File: src/hdl/rtcp_cd_pkg.sv
// Package for the RTCP compound deframer: field widths, status codes,
// header byte positions and the item and descriptor types.
// No dependencies; every other file of the block imports it.
package rtcp_cd_pkg;

    localparam int BYTE_W              = 8;
    localparam int COUNT_W             = 5;
    localparam int LEN_W               = 18;
    localparam int OFFSET_OUT_W        = 18;
    localparam int OFFSET_WIDTH_DEFAULT = 18;

    // Version field value required in the top two bits of header byte zero.
    localparam logic [1:0] RTCP_VERSION = 2'd2;

    // Positions of the common header bytes within a packet.
    localparam logic [LEN_W-1:0] HDR_FLAGS  = LEN_W'(0);
    localparam logic [LEN_W-1:0] HDR_TYPE   = LEN_W'(1);
    localparam logic [LEN_W-1:0] HDR_LEN_HI = LEN_W'(2);
    localparam logic [LEN_W-1:0] HDR_LEN_LO = LEN_W'(3);

    typedef enum logic [1:0] {
        ST_OK          = 2'd0,
        ST_SHORT       = 2'd1,
        ST_BAD_VERSION = 2'd2,
        ST_BAD_PADDING = 2'd3
    } status_t;

    // Registered input byte as handed from the input stage to the parser.
    typedef struct packed {
        logic              valid;
        logic [BYTE_W-1:0] data_byte;
        logic              datagram_last;
    } stage_t;

    typedef struct packed {
        status_t                 status;
        logic [BYTE_W-1:0]       packet_type;
        logic [COUNT_W-1:0]      report_count;
        logic [LEN_W-1:0]        body_length;
        logic [OFFSET_OUT_W-1:0] packet_offset;
    } desc_t;

endpackage

File: src/hdl/rtcp_cd_ifs.sv
// Valid/ready channel interfaces of the RTCP compound deframer:
// the byte channel and the packet descriptor channel. Depends on rtcp_cd_pkg.
interface rtcp_cd_octet_if;
    import rtcp_cd_pkg::*;

    logic              valid;
    logic              ready;
    logic [BYTE_W-1:0] data_byte;
    logic              datagram_last;

    modport source (output valid, output data_byte, output datagram_last, input ready);
    modport sink   (input valid, input data_byte, input datagram_last, output ready);
endinterface

interface rtcp_cd_desc_if;
    import rtcp_cd_pkg::*;

    logic                    valid;
    logic                    ready;
    status_t                 status;
    logic [BYTE_W-1:0]       packet_type;
    logic [COUNT_W-1:0]      report_count;
    logic [LEN_W-1:0]        body_length;
    logic [OFFSET_OUT_W-1:0] packet_offset;

    modport source (output valid, output status, output packet_type, output report_count,
                    output body_length, output packet_offset, input ready);
    modport sink   (input valid, input status, input packet_type, input report_count,
                    input body_length, input packet_offset, output ready);
endinterface

File: src/hdl/rtcp_cd_in_stage.sv
// Input register of the RTCP compound deframer: holds one byte request
// until the parser takes it. Depends on rtcp_cd_pkg and rtcp_cd_ifs.
module rtcp_cd_in_stage (
    input  logic                 clk,
    input  logic                 rst_n,
    rtcp_cd_octet_if.sink        octets,
    input  logic                 take,
    output rtcp_cd_pkg::stage_t  stage
);
    import rtcp_cd_pkg::*;

    logic              valid_reg;
    logic              valid_next;
    logic [BYTE_W-1:0] byte_reg;
    logic              last_reg;
    logic              load;

    // A new byte may enter whenever the register is empty or is being drained.
    assign octets.ready = !valid_reg || take;
    assign load         = octets.valid && octets.ready;

    always_comb
    begin
        valid_next = valid_reg;
        if (load)
        begin
            valid_next = 1'b1;
        end
        else if (take)
        begin
            valid_next = 1'b0;
        end
    end

    always_ff @(posedge clk or negedge rst_n)
    begin
        if (!rst_n)
        begin
            valid_reg <= 1'b0;
        end
        else
        begin
            valid_reg <= valid_next;
        end
    end

    always_ff @(posedge clk)
    begin
        if (load)
        begin
            byte_reg <= octets.data_byte;
            last_reg <= octets.datagram_last;
        end
    end

    assign stage.valid         = valid_reg;
    assign stage.data_byte     = byte_reg;
    assign stage.datagram_last = last_reg;

endmodule

File: src/hdl/rtcp_cd_parser.sv
// Packet parser of the RTCP compound deframer: header capture, length and
// padding checks, error skip and the descriptor result register.
// Depends on rtcp_cd_pkg and rtcp_cd_ifs.
module rtcp_cd_parser #(
    parameter int OFFSET_WIDTH = rtcp_cd_pkg::OFFSET_WIDTH_DEFAULT
) (
    input  logic                clk,
    input  logic                rst_n,
    input  rtcp_cd_pkg::stage_t stage,
    output logic                take,
    rtcp_cd_desc_if.source      descriptors
);
    import rtcp_cd_pkg::*;

    localparam logic [OFFSET_WIDTH-1:0] OFFSET_MAX = {OFFSET_WIDTH{1'b1}};

    // Parse state.
    logic [LEN_W-1:0]        byte_in_packet_reg, byte_in_packet_next;
    logic [LEN_W-1:0]        packet_length_reg,  packet_length_next;
    logic [BYTE_W-1:0]       header_type_reg,    header_type_next;
    logic [COUNT_W-1:0]      header_count_reg,   header_count_next;
    logic                    padding_flag_reg,   padding_flag_next;
    logic                    version_bad_reg,    version_bad_next;
    logic                    skip_to_end_reg,    skip_to_end_next;
    logic [OFFSET_WIDTH-1:0] datagram_offset_reg, datagram_offset_next;
    logic [OFFSET_WIDTH-1:0] packet_start_reg,   packet_start_next;

    // Result register.
    logic  out_valid_reg, out_valid_next;
    desc_t desc_reg;

    logic                           result_valid;
    desc_t                          result;
    logic                           err;
    logic                           done;
    status_t                        err_code;
    logic [LEN_W-1:0]               len_words_x4;
    logic [LEN_W-1:0]               body_bytes;
    logic                           at_tail;
    logic [LEN_W-1:0]               pad_bytes;
    logic [OFFSET_WIDTH-1:0]        start_now;
    logic [OFFSET_WIDTH+OFFSET_OUT_W-1:0] start_wide;

    // The byte moves on once the result slot can take whatever it produces.
    assign take = stage.valid && (!out_valid_reg || descriptors.ready);

    assign len_words_x4 = {packet_length_reg[15:8], stage.data_byte, 2'b00};
    assign pad_bytes    = LEN_W'(stage.data_byte);
    assign at_tail      = ({1'b0, byte_in_packet_reg}
                           == ({1'b0, packet_length_reg} + (LEN_W+1)'(3)));
    assign start_now    = (byte_in_packet_reg == HDR_FLAGS) ? datagram_offset_reg
                                                            : packet_start_reg;
    assign start_wide   = {{OFFSET_OUT_W{1'b0}}, start_now};

    always_comb
    begin
        err        = 1'b0;
        done       = 1'b0;
        err_code   = ST_SHORT;
        body_bytes = packet_length_reg;

        packet_length_next = packet_length_reg;
        header_type_next   = header_type_reg;
        header_count_next  = header_count_reg;
        padding_flag_next  = padding_flag_reg;
        version_bad_next   = version_bad_reg;

        priority if (byte_in_packet_reg == HDR_FLAGS)
        begin
            header_count_next = stage.data_byte[COUNT_W-1:0];
            padding_flag_next = stage.data_byte[5];
            version_bad_next  = (stage.data_byte[7:6] != RTCP_VERSION);
        end
        else if (byte_in_packet_reg == HDR_TYPE)
        begin
            header_type_next = stage.data_byte;
        end
        else if (byte_in_packet_reg == HDR_LEN_HI)
        begin
            packet_length_next = {2'b00, stage.data_byte, 8'h00};
        end
        else if (byte_in_packet_reg == HDR_LEN_LO)
        begin
            packet_length_next = len_words_x4;
            body_bytes         = '0;
            if (version_bad_reg)
            begin
                err      = 1'b1;
                err_code = ST_BAD_VERSION;
            end
            else if (len_words_x4 == '0)
            begin
                if (padding_flag_reg)
                begin
                    err      = 1'b1;
                    err_code = ST_BAD_PADDING;
                end
                else
                begin
                    done = 1'b1;
                end
            end
        end
        else if (at_tail)
        begin
            // The last body byte carries the padding count when the flag is set.
            if (padding_flag_reg)
            begin
                if ((stage.data_byte == '0) || (pad_bytes > packet_length_reg))
                begin
                    err      = 1'b1;
                    err_code = ST_BAD_PADDING;
                end
                else
                begin
                    body_bytes = packet_length_reg - pad_bytes;
                end
            end
            done = !err;
        end
        else
        begin
            // Body bytes ahead of the last one only advance the index.
        end

        if (!err && !done && stage.datagram_last)
        begin
            err      = 1'b1;
            err_code = ST_SHORT;
        end
    end

    always_comb
    begin
        result_valid         = !skip_to_end_reg && (err || done);
        result.packet_offset = start_wide[OFFSET_OUT_W-1:0];
        if (err)
        begin
            result.status       = err_code;
            result.packet_type  = '0;
            result.report_count = '0;
            result.body_length  = '0;
        end
        else
        begin
            result.status       = ST_OK;
            result.packet_type  = header_type_reg;
            result.report_count = header_count_reg;
            result.body_length  = body_bytes;
        end
    end

    always_comb
    begin
        byte_in_packet_next  = byte_in_packet_reg;
        skip_to_end_next     = skip_to_end_reg;
        datagram_offset_next = datagram_offset_reg;
        packet_start_next    = start_now;

        if (stage.datagram_last)
        begin
            byte_in_packet_next  = '0;
            skip_to_end_next     = 1'b0;
            datagram_offset_next = '0;
            packet_start_next    = '0;
        end
        else if (!skip_to_end_reg)
        begin
            if (err)
            begin
                skip_to_end_next = 1'b1;
            end
            else if (done)
            begin
                byte_in_packet_next = '0;
            end
            else
            begin
                byte_in_packet_next = byte_in_packet_reg + LEN_W'(1);
            end
            if (datagram_offset_reg != OFFSET_MAX)
            begin
                datagram_offset_next = datagram_offset_reg + OFFSET_WIDTH'(1);
            end
        end
        else
        begin
            packet_start_next = packet_start_reg;
        end
    end

    always_ff @(posedge clk or negedge rst_n)
    begin
        if (!rst_n)
        begin
            byte_in_packet_reg  <= '0;
            packet_length_reg   <= '0;
            header_type_reg     <= '0;
            header_count_reg    <= '0;
            padding_flag_reg    <= 1'b0;
            version_bad_reg     <= 1'b0;
            skip_to_end_reg     <= 1'b0;
            datagram_offset_reg <= '0;
            packet_start_reg    <= '0;
        end
        else if (take)
        begin
            byte_in_packet_reg  <= byte_in_packet_next;
            skip_to_end_reg     <= skip_to_end_next;
            datagram_offset_reg <= datagram_offset_next;
            packet_start_reg    <= packet_start_next;
            if (stage.datagram_last)
            begin
                packet_length_reg <= '0;
                header_type_reg   <= '0;
                header_count_reg  <= '0;
                padding_flag_reg  <= 1'b0;
                version_bad_reg   <= 1'b0;
            end
            else if (!skip_to_end_reg)
            begin
                packet_length_reg <= packet_length_next;
                header_type_reg   <= header_type_next;
                header_count_reg  <= header_count_next;
                padding_flag_reg  <= padding_flag_next;
                version_bad_reg   <= version_bad_next;
            end
        end
    end

    always_comb
    begin
        out_valid_next = out_valid_reg;
        if (take)
        begin
            out_valid_next = result_valid;
        end
        else if (descriptors.ready)
        begin
            out_valid_next = 1'b0;
        end
    end

    always_ff @(posedge clk or negedge rst_n)
    begin
        if (!rst_n)
        begin
            out_valid_reg <= 1'b0;
        end
        else
        begin
            out_valid_reg <= out_valid_next;
        end
    end

    always_ff @(posedge clk)
    begin
        if (take && result_valid)
        begin
            desc_reg <= result;
        end
    end

    assign descriptors.valid         = out_valid_reg;
    assign descriptors.status        = desc_reg.status;
    assign descriptors.packet_type   = desc_reg.packet_type;
    assign descriptors.report_count  = desc_reg.report_count;
    assign descriptors.body_length   = desc_reg.body_length;
    assign descriptors.packet_offset = desc_reg.packet_offset;

    // Error descriptors carry only the status and the packet offset.
    a_err_fields_zero: assert property (@(posedge clk) disable iff (!rst_n)
        (out_valid_reg && (desc_reg.status != ST_OK))
        |-> ((desc_reg.packet_type == '0) && (desc_reg.report_count == '0)
             && (desc_reg.body_length == '0)))
        else $error("error descriptor with nonzero header fields");

    // Bytes taken while skipping after an error never produce a result.
    a_skip_silent: assert property (@(posedge clk) disable iff (!rst_n)
        (take && skip_to_end_reg) |=> !out_valid_reg)
        else $error("result produced while skipping to datagram end");

    // Inside a body the byte index never passes the packet's last byte.
    a_index_in_body: assert property (@(posedge clk) disable iff (!rst_n)
        (!skip_to_end_reg && (byte_in_packet_reg > HDR_LEN_LO))
        |-> ({1'b0, byte_in_packet_reg} <= ({1'b0, packet_length_reg} + (LEN_W+1)'(3))))
        else $error("byte index ran past the end of the packet");

    // A saturated datagram offset only leaves saturation at a datagram end.
    a_offset_saturates: assert property (@(posedge clk) disable iff (!rst_n)
        (datagram_offset_reg == OFFSET_MAX)
        |=> ((datagram_offset_reg == OFFSET_MAX) || (datagram_offset_reg == '0)))
        else $error("datagram offset wrapped");

endmodule

File: src/hdl/rtcp_compound_deframer_top.sv
// Top level of the RTCP compound deframer: input byte register followed by
// the packet parser with its descriptor register. Depends on rtcp_cd_pkg,
// rtcp_cd_ifs, rtcp_cd_in_stage and rtcp_cd_parser.
//
//  Channel      Dir  Request carries                               Per request
//  octets       in   data_byte, datagram_last                      one datagram byte
//  descriptors  out  status, packet_type, report_count,            zero or one per byte
//                    body_length, packet_offset
//
// A byte can be accepted every cycle unless the descriptor register is full and
// not taken; the byte that completes or fails a packet reaches the descriptor
// output through the input register, then the parse logic into the descriptor
// register. The rate is set by the single parse step between those two registers.
// Reset is asynchronous and active low; it clears the parse state and both
// valid flags, after which the first byte is taken as header byte zero.
// When the descriptor register is full and not taken, the parser holds its
// byte and the input register fills; octets.ready then drops until the
// descriptor is taken, so no request is lost or repeated.
module rtcp_compound_deframer_top #(
    parameter int OFFSET_WIDTH = rtcp_cd_pkg::OFFSET_WIDTH_DEFAULT
) (
    input  logic           clk,
    input  logic           rst_n,
    rtcp_cd_octet_if.sink  octets,
    rtcp_cd_desc_if.source descriptors
);
    import rtcp_cd_pkg::*;

    stage_t stage;
    logic   take;

    // Input register: decouples byte acceptance from the parse step.
    rtcp_cd_in_stage u_in_stage (
        .clk    (clk),
        .rst_n  (rst_n),
        .octets (octets),
        .take   (take),
        .stage  (stage)
    );

    // Parser: one pass of header, length and padding logic per byte, with
    // the descriptor register on its output.
    rtcp_cd_parser #(
        .OFFSET_WIDTH (OFFSET_WIDTH)
    ) u_parser (
        .clk         (clk),
        .rst_n       (rst_n),
        .stage       (stage),
        .take        (take),
        .descriptors (descriptors)
    );

endmodule

File: src/flat_wrapper.sv
// flat-port wrapper written by rule: the top's interface ports become plain ports
module rtcp_compound_deframer_top_flat import rtcp_cd_pkg::*;
#(
    parameter int OFFSET_WIDTH = rtcp_cd_pkg::OFFSET_WIDTH_DEFAULT
)
  (clk, rst_n, octets_valid, octets_data_byte, octets_datagram_last, octets_ready, descriptors_valid, descriptors_status, descriptors_packet_type, descriptors_report_count, descriptors_body_length, descriptors_packet_offset, descriptors_ready);
  rtcp_cd_octet_if octets_i ();
  rtcp_cd_desc_if descriptors_i ();
  input  logic clk;
  input  logic rst_n;
  input wire logic [$bits(octets_i.valid)-1:0] octets_valid;
  input wire logic [$bits(octets_i.data_byte)-1:0] octets_data_byte;
  input wire logic [$bits(octets_i.datagram_last)-1:0] octets_datagram_last;
  output wire logic [$bits(octets_i.ready)-1:0] octets_ready;
  output wire logic [$bits(descriptors_i.valid)-1:0] descriptors_valid;
  output wire logic [$bits(descriptors_i.status)-1:0] descriptors_status;
  output wire logic [$bits(descriptors_i.packet_type)-1:0] descriptors_packet_type;
  output wire logic [$bits(descriptors_i.report_count)-1:0] descriptors_report_count;
  output wire logic [$bits(descriptors_i.body_length)-1:0] descriptors_body_length;
  output wire logic [$bits(descriptors_i.packet_offset)-1:0] descriptors_packet_offset;
  input wire logic [$bits(descriptors_i.ready)-1:0] descriptors_ready;
  assign octets_i.valid = octets_valid;
  assign octets_i.data_byte = octets_data_byte;
  assign octets_i.datagram_last = octets_datagram_last;
  assign octets_ready = octets_i.ready;
  assign descriptors_valid = descriptors_i.valid;
  assign descriptors_status = descriptors_i.status;
  assign descriptors_packet_type = descriptors_i.packet_type;
  assign descriptors_report_count = descriptors_i.report_count;
  assign descriptors_body_length = descriptors_i.body_length;
  assign descriptors_packet_offset = descriptors_i.packet_offset;
  assign descriptors_i.ready = descriptors_ready;
  rtcp_compound_deframer_top #(.OFFSET_WIDTH(OFFSET_WIDTH)) u_core (.clk(clk), .rst_n(rst_n), .octets(octets_i), .descriptors(descriptors_i));
endmodule
File: config.mk
export PLATFORM = sky130hd
export DESIGN_NAME = rtcp_compound_deframer_top_flat
export DESIGN_NICKNAME = d
export VERILOG_FILES = /design/src/hdl/rtcp_cd_pkg.sv /design/src/hdl/rtcp_cd_ifs.sv /design/src/hdl/rtcp_cd_in_stage.sv /design/src/hdl/rtcp_cd_parser.sv /design/src/hdl/rtcp_compound_deframer_top.sv /design/src/flat_wrapper.sv
export SDC_FILE = /design/constraint.sdc
export NUM_CORES = 1
export LEC_CHECK = 0
export BUFFER_PORTS_ARGS = -buffer_cell sky130_fd_sc_hd__buf_2
export CAP_MARGIN = 20
export CORE_MARGIN = 2
export CORE_UTILIZATION = 40
export CTS_CLUSTER_DIAMETER = 100
export DETAILED_ROUTE_END_ITERATION = 6
export RECOVER_POWER = 100
export SLEW_MARGIN = 20
export SYNTH_ARGS = -nofsm -noshare
export SYNTH_HDL_FRONTEND = slang
export SYNTH_HIERARCHICAL = 1
export SYNTH_SLANG_ARGS = --single-unit
File: constraint.sdc
create_clock -name clk -period 9.95 [get_ports clk]
set_clock_uncertainty 0.2 [all_clocks]
set_input_delay 0.995 -clock clk [delete_from_list [all_inputs] [get_ports clk]]
set_output_delay 0.995 -clock clk [all_outputs]
set_load 0.05 [all_outputs]
* Word-level counts from Yosys, hierarchy flattened
Cells that the tools add are included.
** Word-level totals
- Flip-flop bits (word level) :: 150
- Input bits :: 13
- Output and inout port bits :: 53
- Word-level logic and storage cells :: 145
** Cells by class
- $add $sub $neg :: 4
- Order comparisons :: 1
- Equal/unequal tests :: 10
- Multiplexer cells :: 78
- Bitwise gates (word level) :: 1
- Reduce and logical (&&, ||, !) cells :: 32
** Operators with widths (number)
- $mux W18 :: 23
- $mux W1 :: 41
- $add A18 B1 Y18 const B :: 2
- $eq A18 B2 Y1 const B :: 2
- $logic_not A18 Y1 :: 2
- $mux W8 :: 4
- $add A18 B2 Y19 const B :: 1
- $eq A18 B19 Y1 :: 1
- $eq A18 B1 Y1 const B :: 1
- $gt A8 B18 Y1 :: 1
- $ne A18 B18 Y1 const B :: 1
- $sub A18 B8 Y18 :: 1
- $mux W5 :: 3
- $mux W2 :: 7
- $reduce_bool A2 Y1 :: 5
- $reduce_and A3 Y1 :: 3
- $logic_not A8 Y1 :: 1
- $ne A2 B1 Y1 const B :: 4
- $logic_and A1 B1 Y1 :: 6
- $logic_not A1 Y1 :: 6
- $reduce_and A5 Y1 :: 1
- $reduce_or A5 Y1 :: 1
- $logic_or A1 B1 Y1 :: 4
- $reduce_and A4 Y1 :: 1
- other kinds (4) :: 4

* Logic depth before layout (Yosys ltp)
- Depth after elaboration :: 22
- Gate-level depth with buffers :: 11
- Depth with buffers taken out :: 9

* Hierarchy
Netlist, hierarchy kept.
** Modules (own cells, without submodules)
- rtcp_cd_parser :: times used 1, cells an instance 743, area each 7329.5 um^2, sequential area each 3708.6 um^2
- rtcp_cd_in_stage :: times used 1, cells an instance 15, area each 339.1 um^2, sequential area each 295.3 um^2

* Least setup slack after synthesis
OpenSTA, ideal clock, no wires.
- Kind :: reg-to-reg
- From :: reg u_core.u_in_stage.byte_reg[0]
- To :: reg u_core.u_parser.desc_reg, in the netlist u_core/u_parser/descriptors.body_length[0], enable pin
- Setup time :: 0.523 ns
- Arrival time :: 5.450 ns
- Data required time :: 9.227 ns
- Setup slack :: 3.777 ns
- Cell stages (with the launch flop) :: 9
- Buffers on the path :: 0
- Period minus slack after synthesis :: 6.173 ns
- Cell sequence :: edfxtp_1 > inv_1 > ha_1 > nand4_1 > or4_1 > o21ai_1 > a21o_1 > a21oi_1 > nor3_1
** Between the ends
- Cells in the longest elaborated chain, start to end :: 22
- Elaborated cells on any way between the ends :: 34
- Classes of those cells :: order compare (1); mux (22); reduce/logical (11)
** RTL lines
- start, declared :: RTL line rtcp_cd_in_stage.sv:14 : logic [BYTE_W-1:0] byte_reg;
- start signal, assigned :: RTL line rtcp_cd_in_stage.sv:51 : byte_reg <= octets.data_byte;
- $gt A8 B18 Y1 or $logic_not A8 Y1 (tied branches) :: RTL line rtcp_cd_parser.sv:109 : if ((stage.data_byte == '0) || (pad_bytes > packet_length_reg))
- $logic_or A1 B1 Y1 :: RTL line rtcp_cd_parser.sv:109
- $mux W1 :: RTL line rtcp_cd_parser.sv:109
- $mux W1 :: RTL line rtcp_cd_parser.sv:107 : if (padding_flag_reg)
- $mux W1 :: RTL line rtcp_cd_parser.sv:104 : else if (at_tail)
- $mux W1 :: RTL line rtcp_cd_parser.sv:82 : else if (byte_in_packet_reg == HDR_LEN_LO)
- $mux W1 :: RTL line rtcp_cd_parser.sv:78 : else if (byte_in_packet_reg == HDR_LEN_HI)
- $mux W1 :: RTL line rtcp_cd_parser.sv:74 : else if (byte_in_packet_reg == HDR_TYPE)
- [5 not listed]
- $mux W1 :: RTL line rtcp_cd_parser.sv:74
- $mux W1 :: RTL line rtcp_cd_parser.sv:68 : priority if (byte_in_packet_reg == HDR_FLAGS)
- $logic_not A1 Y1 :: RTL line rtcp_cd_parser.sv:126 : if (!err && !done && stage.datagram_last)
- $logic_and A1 B1 Y1 (2 in a row) :: RTL line rtcp_cd_parser.sv:126
- $mux W1 :: RTL line rtcp_cd_parser.sv:126
- $logic_or A1 B1 Y1 (*) :: RTL line rtcp_cd_parser.sv:135 : result_valid = !skip_to_end_reg && (err || done);
- $logic_and A1 B1 Y1 (*) :: RTL line rtcp_cd_parser.sv:135
- $logic_and A1 B1 Y1 (*) :: RTL line rtcp_cd_parser.sv:258 : if (take && result_valid)
- end signal, assigned :: RTL line rtcp_cd_parser.sv:260 : desc_reg <= result;
- end, declared :: RTL line rtcp_cd_parser.sv:30 : desc_t desc_reg;
Mark *: on every way between the ends. The rest lies on a longest branch, timed or not. The select of a mux whose other input is x is not followed.
A chain may end at the register's enable or synchronous reset.

==> reports/metrics.cfg <==
[finish]
area_occupied_by_multi_input_gates_mm2=0.00332
final_layout_size_suffix_gt1_share_pct=6.37
area_growth_pct=12.1
utilization_pct=45.8
layout.area.seq_mm2=0.00400
net_count_final=828
n_fill_cell=1817
stdcell_count=1050
insertedDiodeCount=0

[route]
route.vias.total=5931
drt-wirelength-per-cell_um=17.7
pre_antenna_drt_iters=5
drt_iter0_drc=464
antenna_violating_nets_post_route=0
vias_per_cell=5.65
postRouteWirelength_um=18500
drc_violation_count_after_routing=0

[worst_setup_path]
critical-path-slowest-cell=sky130_fd_sc_hd__clkbuf_1
cp.buffers_inverters=2
timing.critical_path.max_delay_family=buffers and inverters
critical-path-max-stage-delay_ns=2.99
type_of_destination_of_the_critical_path=async pin
rr_startpoint=u_core/u_in_stage/byte_reg[0]
cp_data_arrival_time_ns=4.67
critPathKind=in2async
worstSetupStartpoint=rst_n
crit_path_max_fanout=75
cp_common_cell=sky130_fd_sc_hd__clkbuf_1
worst-endpoint-required_ns=9.31
crit_path_cell_trace=clkbuf_1 > clkbuf_1
cp-start-kind=primary input

[clock_network]
cts_hold_buffers=0
htree_levels=4
tritoncts_clock_tree=done
clockRootBuffer=sky130_fd_sc_hd__clkbuf_16
path_clk_slew_ns=0.07
post_cts_resize_count=0
cts_inserted_buffers=17
worst_skew_pair.late_latency_ns=0.43
cts.sinks=148
cts_max_path_bufs=2
post-cts-setup-buffers=0

[synthesis]
yosysTopAreaCellShare_pct=28.7
synth-async-reset-ratio_pct=59.5
synth.cell_area_mm2=0.00767
synth.net_count=783
synthDistinctLibCells=71
synth.avg_cell_area_um2=10.1
synth_edf_count=60
yosys_warnings=6
synth-seq-cells=148
synth.top_cells.by_area=sky130_fd_sc_hd__dfrtp_1 (29%), sky130_fd_sc_hd__edfxtp_1 (23%), sky130_fd_sc_hd__nand2_1 (5.4%)
synth_top_flop_cell=sky130_fd_sc_hd__dfrtp_1
synthesis.instances=758
proportion_of_synthesized_chip_area_in_sequential_cells_pct=52.2
synth_top_cell_by_area=sky130_fd_sc_hd__dfrtp_1

[placed_design]
placedCellCount=1017
gp_congestion=0.894
input_output_buffers=65
detailed_place_hpwl_um=12300
pre_cts_slack_ns=5.95

[floorplan]
io-pin-count=66
core_area_mm2=0.0188
placement_rows=50
die_h_um=142
die_area_mm2=0.0203
chipWidth_um=142
initial_core_util_pct=40.9

[timing]
grt_setup_unrepaired=false
slew_violations=228
setup_ws_post_layout_ns=4.63
final_min_period_over_clock_period_pct=53.5
period_needed_ns=5.32
slew-limit-headroom_pct=-180
final_hold_viol_count=0
fin_tns_setup_ns=0
setup_viol_count_final=0
worst-slew-pin-transition_ns=4.20
fmax_ghz=0.188

[hold_path]
worstHoldPathType=reg2reg
worst_hold_startpoint=u_core/u_parser/packet_start_reg[16]

[flow_run]
timing.max_cap.violations=6

[power]
ir_worst_vdd_mv=0.140
leakagePower_nw=3.38
pwr_density_cell_mw_per_mm2=285

[status]
violations=max-capacitance violations, max-slew violations
status=complete, but fails checks

[global_route]
grt_max_degree=76
gr-total-overflow=0
global_route.usage.total_pct=18.8
first_global_vias=5464
grt_pass1_wl_um=29900
antenna_violations_before_repair=0

layout make-up:
| cell class | instances | area share, % |
|---|---|---|
| clock buffers | 18 | 5.24 |
| clock inverters | 14 | 1.51 |
| inverters | 30 | 1.31 |
| multi-input cells | 535 | 38.6 |
| flip-flops and latches | 148 | 46.6 |
| well taps | 234 | 3.41 |
| repair buffers | 71 | 3.32 |
per-stage QoR:
| stage | area, um^2 | hold WS (ns) | power (mW) |
|---|---|---|---|
| after global routing | 8590 | 0.309 | 2.60 |
| after CTS | 8710 | 0.202 | 2.48 |
| after floorplan | 7670 | 0.244 | 1.62 |
| final | 8590 | 0.278 | 2.45 |
| after global placement | 8120 | 0.258 | 1.84 |
| after detailed placement | 8130 | 0.269 | 1.85 |
worst paths after layout:
kind / to / slack (ns) / cells after the start
worst min-delay path: u_core/u_parser/packet_start_reg[16] / 0.28 / 2
worst max-delay path: u_core/u_parser/header_type_reg[1] / 4.63 / 2
worst min register to register: u_core/u_parser/packet_start_reg[16] / 0.28 / 2
worst max register to register: u_core/u_parser/descriptors.body_length[9] / 5.17 / 9
min in group asynchronous: u_core/u_parser/byte_in_packet_reg[11] / 0.43 / 1
max in group clk: u_core/u_parser/descriptors.body_length[9] / 5.17 / 9
where the power goes:
part           switching [mW]  internal [mW]  leakage [nW]
registers               0.147          0.782          1.77
logic                   0.619          0.273          1.33
clock network           0.282          0.347         0.287
total                    1.05           1.40          3.38
synth_stat cells (3+ instances only):
master	n
sky130_fd_sc_hd__nor4_1	8
sky130_fd_sc_hd__o311a_1	3
sky130_fd_sc_hd__buf_4	4
sky130_fd_sc_hd__nand2_1	111
sky130_fd_sc_hd__nand2b_1	3
sky130_fd_sc_hd__o22ai_1	3
sky130_fd_sc_hd__or3_1	15
sky130_fd_sc_hd__a31oi_1	5
sky130_fd_sc_hd__ha_1	12
sky130_fd_sc_hd__nand4_1	15
sky130_fd_sc_hd__mux2_2	17
sky130_fd_sc_hd__mux2i_1	10
sky130_fd_sc_hd__o41ai_1	9
sky130_fd_sc_hd__a41o_1	4
sky130_fd_sc_hd__nand3b_1	3
sky130_fd_sc_hd__nand3_1	22
sky130_fd_sc_hd__o211ai_1	4
sky130_fd_sc_hd__a22oi_1	7
sky130_fd_sc_hd__o21ai_0	67
sky130_fd_sc_hd__nor2_1	35
sky130_fd_sc_hd__inv_1	29
sky130_fd_sc_hd__xnor2_1	23
sky130_fd_sc_hd__and2_1	18
sky130_fd_sc_hd__edfxtp_1	60
sky130_fd_sc_hd__and3_1	6
sky130_fd_sc_hd__buf_2	14
sky130_fd_sc_hd__a21o_1	6
sky130_fd_sc_hd__and4_1	7
sky130_fd_sc_hd__clkbuf_1	22
sky130_fd_sc_hd__dfrtp_1	88
sky130_fd_sc_hd__o21a_1	3
sky130_fd_sc_hd__or4_1	4
sky130_fd_sc_hd__o31ai_1	11
sky130_fd_sc_hd__xor2_1	10
sky130_fd_sc_hd__a211oi_1	5
sky130_fd_sc_hd__a21oi_1	44
sky130_fd_sc_hd__nor3_1	11
logic make-up after synthesis:
family,share of synthesized area (%)
AO/OA/AOI/OAI,15.7
buffers and inverters,4.31
adder cells (fa/ha/maj),1.96
XOR/XNOR,3.77
multiplexers,4.00
AND/OR/NAND/NOR,18.1
flip-flops,52.2
routing by layer:
metal / global-route usage [%] / wire [um] / up-vias / share of wire [%]
met4: 6.57 / 339 / 0 / 1.8
met2: 28.3 / 8420 / 168 / 45
met1: 27.0 / 8840 / 2888 / 48
li1: - / - / 2853 / -
met5: 0 / 0 / - / 0
met3: 3.90 / 951 / 22 / 5.1
placed cells by master (no fill, tap or decap), drive strengths merged, types with 12 or more instances in the layout:
cell	instances
o21ai	69
mux2	18
inv	41
nand2	111
a21oi	45
dfrtp	88
ha	12
clkbuf	82
nor2	35
nand3	22
nand4	15
o31ai	12
xnor2	23
edfxtp	60
and2	19
or3	17
nor3	13
(Power assumes the default switching activity.)
